`config.mk`:
```
export PLATFORM = sky130hd
export DESIGN_NAME = number_to_ascii_formatter
export DESIGN_NICKNAME = d
export VERILOG_FILES = /design/src/design/nta_pkg.sv /design/src/design/nta_front.sv /design/src/design/nta_queue.sv /design/src/design/nta_back.sv /design/src/design/number_to_ascii_formatter.sv
export SDC_FILE = /design/constraint.sdc
export NUM_CORES = 1
export LEC_CHECK = 0
export BUFFER_PORTS_ARGS = -buffer_cell sky130_fd_sc_hd__buf_4
export CORE_AREA = 2 2 98 100
export CTS_CLUSTER_SIZE = 16
export DETAILED_ROUTE_END_ITERATION = 8
export DIE_AREA = 0 0 100 102
export PLACE_DENSITY = 0.79
export SYNTH_ARGS = -nofsm -noshare
export SYNTH_HDL_FRONTEND = slang
export SYNTH_SLANG_ARGS = --single-unit
export TNS_END_PERCENT = 1
```
`constraint.sdc`:
```
create_clock -name clk -period 4.7 [get_ports clk]
set_clock_uncertainty 0.2 [all_clocks]
set_input_delay 0.47 -clock clk [delete_from_list [all_inputs] [get_ports clk]]
set_output_delay 0.47 -clock clk [all_outputs]
set_load 0.05 [all_outputs]
```
`src/design/nta_pkg.sv`:
```
// ----------------------------------------------------------------------------
// nta_pkg
// Shared types, codes and helper functions of the number to ASCII formatter.
// ----------------------------------------------------------------------------
package nta_pkg;

	localparam int QDEPTH = 2;
	localparam int QPTR_W = $clog2(QDEPTH);
	localparam int QLVL_W = $clog2(QDEPTH + 1);
	localparam int MAG_W = 16;
	localparam int NDIG = 5;
	localparam int IDX_W = $clog2(NDIG);
	localparam int CNT_W = $clog2(MAG_W);

	localparam logic [1:0] OP_HEX = 2'd0;
	localparam logic [1:0] OP_UBYTE = 2'd1;
	localparam logic [1:0] OP_SBYTE = 2'd2;
	localparam logic [1:0] OP_U16 = 2'd3;

	localparam logic [7:0] CHAR_ZERO = 8'h30;
	localparam logic [7:0] CHAR_NINE = 8'h39;
	localparam logic [7:0] CHAR_A = 8'h41;
	localparam logic [7:0] CHAR_F = 8'h46;
	localparam logic [7:0] CHAR_MINUS = 8'h2D;
	localparam logic [3:0] HEX_TEN = 4'hA;

	typedef struct packed {
		logic hex;
		logic neg;
		logic [MAG_W-1:0] mag;
	} nta_item_t;

	typedef logic [NDIG-1:0][3:0] nta_bcd_t;

	typedef enum logic [1:0] {
		B_IDLE,
		B_CONV,
		B_SCAN,
		B_EMIT
	} nta_bstate_t;

	function automatic nta_bcd_t nta_dabble(input nta_bcd_t bcd, input logic bin_bit);
		nta_bcd_t adj;
		logic [NDIG*4:0] shifted;
		adj = bcd;
		for (int i = 0; i < NDIG; i++) begin
			if (adj[i] >= 4'd5) begin
				adj[i] = adj[i] + 4'd3;
			end
		end
		shifted = {adj, bin_bit};
		return shifted[NDIG*4-1:0];
	endfunction

	function automatic logic [7:0] nta_char(input logic hex, input logic [3:0] nib);
		logic [7:0] c;
		if (hex && nib >= HEX_TEN) begin
			c = CHAR_A + {4'd0, nib - HEX_TEN};
		end else begin
			c = CHAR_ZERO + {4'd0, nib};
		end
		return c;
	endfunction

endpackage

```
`src/design/nta_front.sv`:
```
// ----------------------------------------------------------------------------
// nta_front
// Accepts input transactions, classifies the opcode and prepares the
// magnitude, sign and mode, then hands the item to the queue.
// ----------------------------------------------------------------------------
module nta_front (
	input  logic             clk,
	input  logic             arst_n,
	input  logic             in_valid,
	output logic             in_stall,
	input  logic [1:0]       opcode,
	input  logic [15:0]      value,
	output logic             push,
	output nta_pkg::nta_item_t push_item,
	input  logic             q_full
);
	import nta_pkg::*;

	logic      valid_s1;
	nta_item_t item_s1;
	nta_item_t item_c;
	logic      accept;
	logic [7:0] byte_v;
	logic [7:0] neg_byte;

	assign byte_v = value[7:0];
	assign neg_byte = 8'(~byte_v + 8'd1);

	always_comb begin
		item_c = '{hex: 1'b0, neg: 1'b0, mag: {8'd0, byte_v}};
		unique case (opcode)
			OP_HEX: begin
				item_c.hex = 1'b1;
			end
			OP_UBYTE: begin
				item_c.mag = {8'd0, byte_v};
			end
			OP_SBYTE: begin
				item_c.neg = byte_v[7];
				item_c.mag = byte_v[7] ? {8'd0, neg_byte} : {8'd0, byte_v};
			end
			OP_U16: begin
				item_c.mag = value;
			end
			default: begin
				item_c.mag = value;
			end
		endcase
	end

	assign push = valid_s1 && !q_full;
	assign in_stall = valid_s1 && q_full;
	assign accept = in_valid && !in_stall;
	assign push_item = item_s1;

	always_ff @(posedge clk or negedge arst_n) begin
		if (!arst_n) begin
			valid_s1 <= 1'b0;
		end else if (accept) begin
			valid_s1 <= 1'b1;
		end else if (push) begin
			valid_s1 <= 1'b0;
		end
	end

	always_ff @(posedge clk) begin
		if (accept) begin
			item_s1 <= item_c;
		end
	end

endmodule

```
`src/design/nta_queue.sv`:
```
// ----------------------------------------------------------------------------
// nta_queue
// Short queue that decouples the classifying front from the converting back.
// ----------------------------------------------------------------------------
module nta_queue (
	input  logic               clk,
	input  logic               arst_n,
	input  logic               push,
	input  nta_pkg::nta_item_t push_item,
	input  logic               pop,
	output nta_pkg::nta_item_t pop_item,
	output logic               full,
	output logic               empty,
	output logic [nta_pkg::QLVL_W-1:0] level
);
	import nta_pkg::*;

	nta_item_t          mem_q [QDEPTH];
	logic [QPTR_W-1:0]  wr_ptr_q;
	logic [QPTR_W-1:0]  rd_ptr_q;
	logic [QLVL_W-1:0]  level_q;
	logic               do_push;
	logic               do_pop;

	assign full = (level_q == QLVL_W'(QDEPTH));
	assign empty = (level_q == '0);
	assign level = level_q;
	assign do_push = push && !full;
	assign do_pop = pop && !empty;
	assign pop_item = mem_q[rd_ptr_q];

	always_ff @(posedge clk or negedge arst_n) begin
		if (!arst_n) begin
			wr_ptr_q <= '0;
			rd_ptr_q <= '0;
			level_q <= '0;
		end else begin
			if (do_push) begin
				wr_ptr_q <= (wr_ptr_q == QPTR_W'(QDEPTH - 1)) ? '0 : wr_ptr_q + 1'b1;
			end
			if (do_pop) begin
				rd_ptr_q <= (rd_ptr_q == QPTR_W'(QDEPTH - 1)) ? '0 : rd_ptr_q + 1'b1;
			end
			if (do_push && !do_pop) begin
				level_q <= level_q + 1'b1;
			end else if (do_pop && !do_push) begin
				level_q <= level_q - 1'b1;
			end
		end
	end

	always_ff @(posedge clk) begin
		if (do_push) begin
			mem_q[wr_ptr_q] <= push_item;
		end
	end

endmodule

```
`src/design/nta_back.sv`:
```
// ----------------------------------------------------------------------------
// nta_back
// Converts one queued item at a time: a decimal item passes a bit-serial
// double-dabble loop into decimal digits, sent from an output register with
// leading zeros skipped and the sign first; a hex item sends its two nibbles.
// ----------------------------------------------------------------------------
module nta_back (
	input  logic               clk,
	input  logic               arst_n,
	input  logic               q_empty,
	input  nta_pkg::nta_item_t q_item,
	output logic               pop,
	output logic               out_valid,
	input  logic               out_stall,
	output logic [7:0]         text_char,
	output logic               last
);
	import nta_pkg::*;

	nta_bstate_t       state_q, state_d;
	nta_bcd_t          bcd_q, bcd_d;
	logic [MAG_W-1:0]  bin_q, bin_d;
	logic [CNT_W-1:0]  cnt_q, cnt_d;
	logic [IDX_W-1:0]  idx_q, idx_d;
	logic              hex_q, hex_d;
	logic              sign_q, sign_d;
	logic              out_valid_q, out_valid_d;
	logic [7:0]        char_q, char_d;
	logic              last_q, last_d;
	logic              out_load;
	logic [IDX_W-1:0]  lead_idx;

	always_comb begin
		lead_idx = '0;
		for (int i = 0; i < NDIG; i++) begin
			if (bcd_q[i] != 4'd0) begin
				lead_idx = IDX_W'(i);
			end
		end
	end

	always_ff @(posedge clk or negedge arst_n) begin
		if (!arst_n) begin
			state_q <= B_IDLE;
			out_valid_q <= 1'b0;
		end else begin
			state_q <= state_d;
			out_valid_q <= out_valid_d;
		end
	end

	always_ff @(posedge clk) begin
		bcd_q <= bcd_d;
		bin_q <= bin_d;
		cnt_q <= cnt_d;
		idx_q <= idx_d;
		hex_q <= hex_d;
		sign_q <= sign_d;
		char_q <= char_d;
		last_q <= last_d;
	end

	always_comb begin
		state_d = state_q;
		bcd_d = bcd_q;
		bin_d = bin_q;
		cnt_d = cnt_q;
		idx_d = idx_q;
		hex_d = hex_q;
		sign_d = sign_q;
		char_d = char_q;
		last_d = last_q;
		pop = 1'b0;
		out_load = !out_valid_q || !out_stall;
		out_valid_d = out_valid_q && !out_load;
		unique case (state_q)
			B_IDLE: begin
				if (!q_empty) begin
					pop = 1'b1;
					hex_d = q_item.hex;
					sign_d = q_item.neg;
					if (q_item.hex) begin
						bcd_d = nta_bcd_t'({12'd0, q_item.mag[7:0]});
						idx_d = IDX_W'(1);
						state_d = B_EMIT;
					end else begin
						bcd_d = '0;
						bin_d = q_item.mag;
						cnt_d = '0;
						state_d = B_CONV;
					end
				end
			end
			B_CONV: begin
				bcd_d = nta_dabble(bcd_q, bin_q[MAG_W-1]);
				bin_d = {bin_q[MAG_W-2:0], 1'b0};
				cnt_d = cnt_q + 1'b1;
				if (cnt_q == CNT_W'(MAG_W - 1)) begin
					state_d = B_SCAN;
				end
			end
			B_SCAN: begin
				idx_d = lead_idx;
				state_d = B_EMIT;
			end
			B_EMIT: begin
				if (out_load) begin
					out_valid_d = 1'b1;
					if (sign_q) begin
						char_d = CHAR_MINUS;
						last_d = 1'b0;
						sign_d = 1'b0;
					end else begin
						char_d = nta_char(hex_q, bcd_q[idx_q]);
						last_d = (idx_q == '0);
						if (idx_q == '0) begin
							state_d = B_IDLE;
						end else begin
							idx_d = idx_q - 1'b1;
						end
					end
				end
			end
			default: begin
				state_d = B_IDLE;
			end
		endcase
	end

	assign out_valid = out_valid_q;
	assign text_char = char_q;
	assign last = last_q;

endmodule

```
`src/design/number_to_ascii_formatter.sv`:
```
// ----------------------------------------------------------------------------
// number_to_ascii_formatter
// Formats a byte or 16-bit number as hex or decimal ASCII text.
// ----------------------------------------------------------------------------
// The input channel takes one transaction per number: opcode and value. The
// output channel gives one transaction per character, most significant first,
// with last set on the final character of the number.
// A transaction passes an input register and a two-entry queue before the
// converter picks it up, so the front keeps accepting while the converter is
// busy. Decimal items run a sixteen-step bit-serial double-dabble loop, one
// step a cycle, then a scan state finds the leading digit; hex items go
// straight to sending. The converter sends the characters one after another
// and finishes every character of an item before it takes the next item
// from the queue.
// When the receiver stalls, the output register holds its character and the
// converter waits; once the queue is full and the input register holds an
// item, in_stall rises. Reset empties the queue and the output register and
// returns the converter to idle.
module number_to_ascii_formatter (
	input  logic        clk,
	input  logic        arst_n,
	input  logic        in_valid,
	output logic        in_stall,
	input  logic [1:0]  opcode,
	input  logic [15:0] value,
	output logic        out_valid,
	input  logic        out_stall,
	output logic [7:0]  text_char,
	output logic        last
);
	import nta_pkg::*;

	logic              push;
	nta_item_t         push_item;
	logic              q_full;
	logic              q_empty;
	logic              pop;
	nta_item_t         q_item;
	logic [QLVL_W-1:0] q_level;

	nta_front u_front (
		.clk       (clk),
		.arst_n    (arst_n),
		.in_valid  (in_valid),
		.in_stall  (in_stall),
		.opcode    (opcode),
		.value     (value),
		.push      (push),
		.push_item (push_item),
		.q_full    (q_full)
	);

	nta_queue u_queue (
		.clk       (clk),
		.arst_n    (arst_n),
		.push      (push),
		.push_item (push_item),
		.pop       (pop),
		.pop_item  (q_item),
		.full      (q_full),
		.empty     (q_empty),
		.level     (q_level)
	);

	nta_back u_back (
		.clk       (clk),
		.arst_n    (arst_n),
		.q_empty   (q_empty),
		.q_item    (q_item),
		.pop       (pop),
		.out_valid (out_valid),
		.out_stall (out_stall),
		.text_char (text_char),
		.last      (last)
	);

	a_sign_not_last: assert property (@(posedge clk) disable iff (!arst_n)
		out_valid && text_char == CHAR_MINUS |-> !last)
		else $error("A minus sign was marked as the final character.");

	a_char_legal: assert property (@(posedge clk) disable iff (!arst_n)
		out_valid |-> (text_char >= CHAR_ZERO && text_char <= CHAR_NINE) ||
			(text_char >= CHAR_A && text_char <= CHAR_F) || text_char == CHAR_MINUS)
		else $error("An output character is not a digit, hex letter or sign.");

	a_queue_level: assert property (@(posedge clk) disable iff (!arst_n)
		q_level <= QLVL_W'(QDEPTH))
		else $error("The queue level exceeds its depth.");

	a_stall_when_full: assert property (@(posedge clk) disable iff (!arst_n)
		in_stall |-> q_full)
		else $error("The input stalled while the queue had room.");

endmodule
```
Word-level counts from Yosys, hierarchy flattened
Memory sizes are Yosys's and may differ from the RTL's. Index checks and enable logic that the tools add are counted.

Add/sub/neg operators: 15. Order comparisons: 7. Equal/unequal tests: 15. Muxes and demuxes: 52. Bitwise logic cells: 2. Reductions and logical operators: 38.

Operators with widths (number): $pmux 16 s2 (2); $pmux 20 s2 (1); $mux 16 (2); $mux 4 (7); $mux 3 (9); $mux 8 (3); $ge 4x3->1 const B (5); $mux 20 (1); $add 4x2->4 const B (4); $mux 2 (8); $reduce_bool 4->1 (4); $mux 1 (14); $bmux 4 s3 (1); $eq 2x2->1 const B (5); $logic_and 1x1->1 (9); $pmux 3 s3 (1); $add 7x4->8 const A (1); $add 8x1->8 const B (1); $logic_not 1->1 (8); $ne 2x1->1 const B (4); $ne 2x2->1 const B (4); $not 8->8 (1); $pmux 2 s4 (1); $pmux 4 s2 (1); other kinds (23) (32).

Bits in registers: 80. Bits in writable memories: 36. Input bits: 22. Output and inout port bits: 11. Logic and storage cells: 151. Memories: 1.

Memory list: u_queue.mem_q (depth 2, width 18, rd ports 1, clocked after memory_dff 0, wr ports 1, line nta_queue.sv:18) `nta_item_t mem_q [QDEPTH];`.

Depth between registers and ports, before layout
Word-level depth: 8. Depth in mapped cells: 8. Gate-level depth less buffers: 7.

Cells and area by module
A second synthesis with hierarchy kept.

Cell total of the unflattened synthesis: 419. Area, all modules: 5675.4 sq um.

By module, submodules not included: nta_back (instances 1, cells each 284, area each 3304.4 sq um, sequential area each 1666.6 sq um); nta_queue (instances 1, cells each 75, area each 1545.2 sq um, sequential area each 1181.1 sq um); nta_front (instances 1, cells each 60, area each 825.8 sq um, sequential area each 565.5 sq um).

Worst setup path after synthesis
Ideal clock, no wire load.

Kind: register -> register. Start: register u_queue.rd_ptr_q. End: register u_back.bin_q[0], enable pin. Library setup time: 0.425 ns. Data arrival time: 2.677 ns. Required time: 4.075 ns. Setup slack: 1.398 ns. Cell stages (with the launch flop): 5. Buffers on the path: 1. Period minus slack after synthesis: 3.302 ns. Path through: dfrtp_1 clkbuf_1 mux2i_1 clkinv_1 o21ai_0.

RTL lines: from (decl) (line nta_queue.sv:20) `logic [QPTR_W-1:0] rd_ptr_q;`; from (signal assigned) (line nta_queue.sv:42) `rd_ptr_q <= (rd_ptr_q == QPTR_W'(QDEPTH - 1)) ? '0 : rd_ptr_q + 1'b1;`; to (signal assigned) (line nta_back.sv:54) `bin_q <= bin_d;`; to (decl) (line nta_back.sv:22) `logic [MAG_W-1:0] bin_q, bin_d;`.

Worst setup path in the final report
Start: register u_back.idx_q[0]. End: register u_back.idx_q[1], enable pin.

Word-level cells in the longest chain between the ends: 3.

Ends and longest elaborated chain: from (decl) (line nta_back.sv:24) `logic [IDX_W-1:0] idx_q, idx_d;`; from (signal assigned) (line nta_back.sv:56) `idx_q <= idx_d;`; $logic_not 3->1 (line nta_back.sv:116) `if (idx_q == '0) begin`; $ne 2x2->1 (no line); $reduce_and 6->1 (no line).

Every way passes these cells. A chain may end at the register's enable or synchronous reset.

==> flow_summary.toml <==
[status]
status = "completed"

[worst_setup_path]
cp_max_fo = 13
required_ns = 4.63
cp-end-kind = "flop"
reg2reg_setup_slack_ns = 1.99
cp.arrival_ns = 2.64
start_kind = "flop"
path_class = "reg -> reg"

[grt]
busiest_layer = "met2"
grt_pass1_wl_um = 15310
grt_pass1_vias = 3280
grt_overflow = 0
antenna_found_initial = 0
grt_use_met1 = 0.2298
grt_util_met3 = 0.05335
grt_usage = 0.1965
met2_usage = 0.3477
grt_max_degree = 57

[yosys]
synth_top_area_share = 0.5843
synth-edff-count = 107
syn-num-nets = 476
synth_top_flop_cell = "edfxtp_1"
ys_types = 50
ys_seq_area_frac = 0.6207
syn_avg_cell_area_um2 = 12.76
yosys.area.top_type = "edfxtp_1"
yosys-top-cells-area = "edfxtp_1 58%, ha_1 5.2%, dfrtp_1 3.6%, mux2i_1 3.6%, mux2_2 3.5%"
syn-instance-count = 431
yosys_register_bits = 115
yosysWarningCount = 0
ys_async_sr_fraction = 0.06957
synthesis.area_um2 = 5499

[drt]
vias_per_cell = 5.446
wl_um = 9225
drt_iter0_drc = 171
ant_nets = 0
drtPass1Iterations = 4
route.vias.total = 3257
drc_errors = 0
wl_per_cell_um = 15.43

[placement]
place.port_buffers = 31
gp_congestion = 0.8575
hpwl_um = 6231
placed_area_um2 = 5828
post-place-cells = 562

[clock_network]
clkTransAtPathRegs_ns = 0.06
cts_tree = "yes"
clock-root-buffer = "clkbuf_8"
clkLatencyLatePin_ns = 0.52
cts_setup_buffers = 0
clk_path_buf_depth = 2
clock_sinks = 115
ctsHoldBuffers = 4
htree_levels = 4
cts_resized = 0
cts_buffers = 17

[sta]
fmax_mhz = 368.8
fin_crit_ns = 2.711
slew_viol_final = 0
max_slew_margin = 0.3566
tns_ns = 0
finalHoldViolations = 0
rsz0062_at_grt = "false"
setup_violations = 0
period_share = 0.5769
worstMarginPinSlew_ns = 0.9408

[floorplan]
die_w_um = 100
start_util = 0.6037
die_y_um = 102
dieArea_um2 = 10200
core-area_um2 = 9109
placementRows = 35
io_pins = 33

[worst_hold_path]
hp-class = "in -> reg"

[final_layout]
nets = 519
antennaDiodeCount = 0
fill_cells = 610
area_delta_synth_final_pct = 16.88
final_cells = 598
final_cell_mix = "107 x edfxtp_1, 43 x nand2_1, 34 x nor2_1, 34 x buf_4, 25 x inv_1"
fin_area_um2 = 6427
drive_gt1_frac = 0.1828
layout_commonest_cell = "edfxtp_1"

[pwr]
power_density_nw_per_um2 = 784.3
irDropWorstVdd_v = 0.0003756
leakage_uw = 0.002556

[flow_run]
max_cap_violations = 0
==> cell usage after synthesis (2+ instances only) <==
cell,number
inv_1,25
o21ai_0,23
nor3b_1,6
xnor2_1,11
a21oi_1,10
nor2b_1,3
nand3b_1,5
a221o_1,2
xor2_1,12
nand3_1,4
a21boi_0,4
ha_1,23
mux2i_1,20
a41oi_1,2
nand2_1,43
o221ai_1,2
mux2_2,17
nor2_1,34
clkinv_1,2
and3_1,10
edfxtp_1,107
clkbuf_1,10
dfrtp_1,8
and2_1,12
nand2b_1,9
nor3_1,3
==> layer usage <==
layer / share of wire / vias up / routed length (um)
met2: 0.52 / 58 / 4800
li1: - / 1630 / -
met4: 0.013 / 0 / 121
met3: 0.027 / 10 / 248
met1: 0.44 / 1559 / 4054
met5: 0 / - / 0
==> final timing paths <==
| kind | cells past startpoint | from | to |
|---|---|---|---|
| worst max-delay path | 6 | u_back.idx_q[0] | u_back.idx_q[1] |
| worst min register to register | 0 | u_front.push_item[7] | u_queue.mem_q[0][7] |
| worst min-delay path | 2 | value[7] | u_front.push_item[7] |
| max in group asynchronous | 2 | arst_n | u_back.state_q[1] |
| worst max register to register | 6 | u_back.idx_q[0] | u_back.idx_q[1] |
| min in group asynchronous | 2 | arst_n | u_front.valid_s1 |
==> worst max-delay path, stage by stage, from the launching register on <==
cell and delay [ns]:
edfxtp_1 0.66, inv_1 0.16, ha_1 0.23, nor2b_1 0.13
nor2_1 0.10, nor2_1 0.05, a2111oi_0 0.81
==> state kept, by name, summed over array words and instances, names as in the netlist, 2 cells and up, named ones only <==
name               cells
u_back.idx_q           3
u_back.text_char       7
u_queue.level          2
u_back.state_q         2
u_queue.mem_q         36
u_back.cnt_q           4
u_back.bcd_q          20
u_back.bin_q          16
u_front.push_item     18
==> cell type report <==
type	instances	area (um2)	share of cell area
sequential	115	3413	0.5310
multi-input combinational	274	1916	0.2980
inverter	28	105.1	0.01635
timing repair buffer	38	295.3	0.04594
clock inverter	14	141.4	0.02200
tap	111	138.9	0.02161
clock buffer	18	417.9	0.06502
==> cells by family after synthesis <==
| family | share of synthesized area |
|---|---|
| simple gates | 0.1169 |
| flops | 0.6207 |
| compound gates | 0.07054 |
| buf+inv | 0.03094 |
| mux | 0.07122 |
| fa+ha+maj | 0.05233 |
| xor+xnor | 0.03663 |
| other cells | 0.0006819 |
==> power by group <==
| part | switching, uW | internal [uW] |
|---|---|---|
| logic | 1040 | 735 |
| clock network | 495 | 716 |
| registers | 318 | 1730 |
==> stage by stage <==
step	worst slack (ns)	hold slack [ns]	utilization	power, uW
final	1.989	0.06236	0.7056	5041
after global routing	1.829	0.04938	0.7056	5360
after CTS	1.985	0.04785	0.7056	5065
after detailed placement	2.027	0.09284	0.6398	3833
after global placement	2.136	0.09187	0.6398	3724
after floorplan	1.398	-0.02559	-	3378
Power figures use the tool's default switching activity.
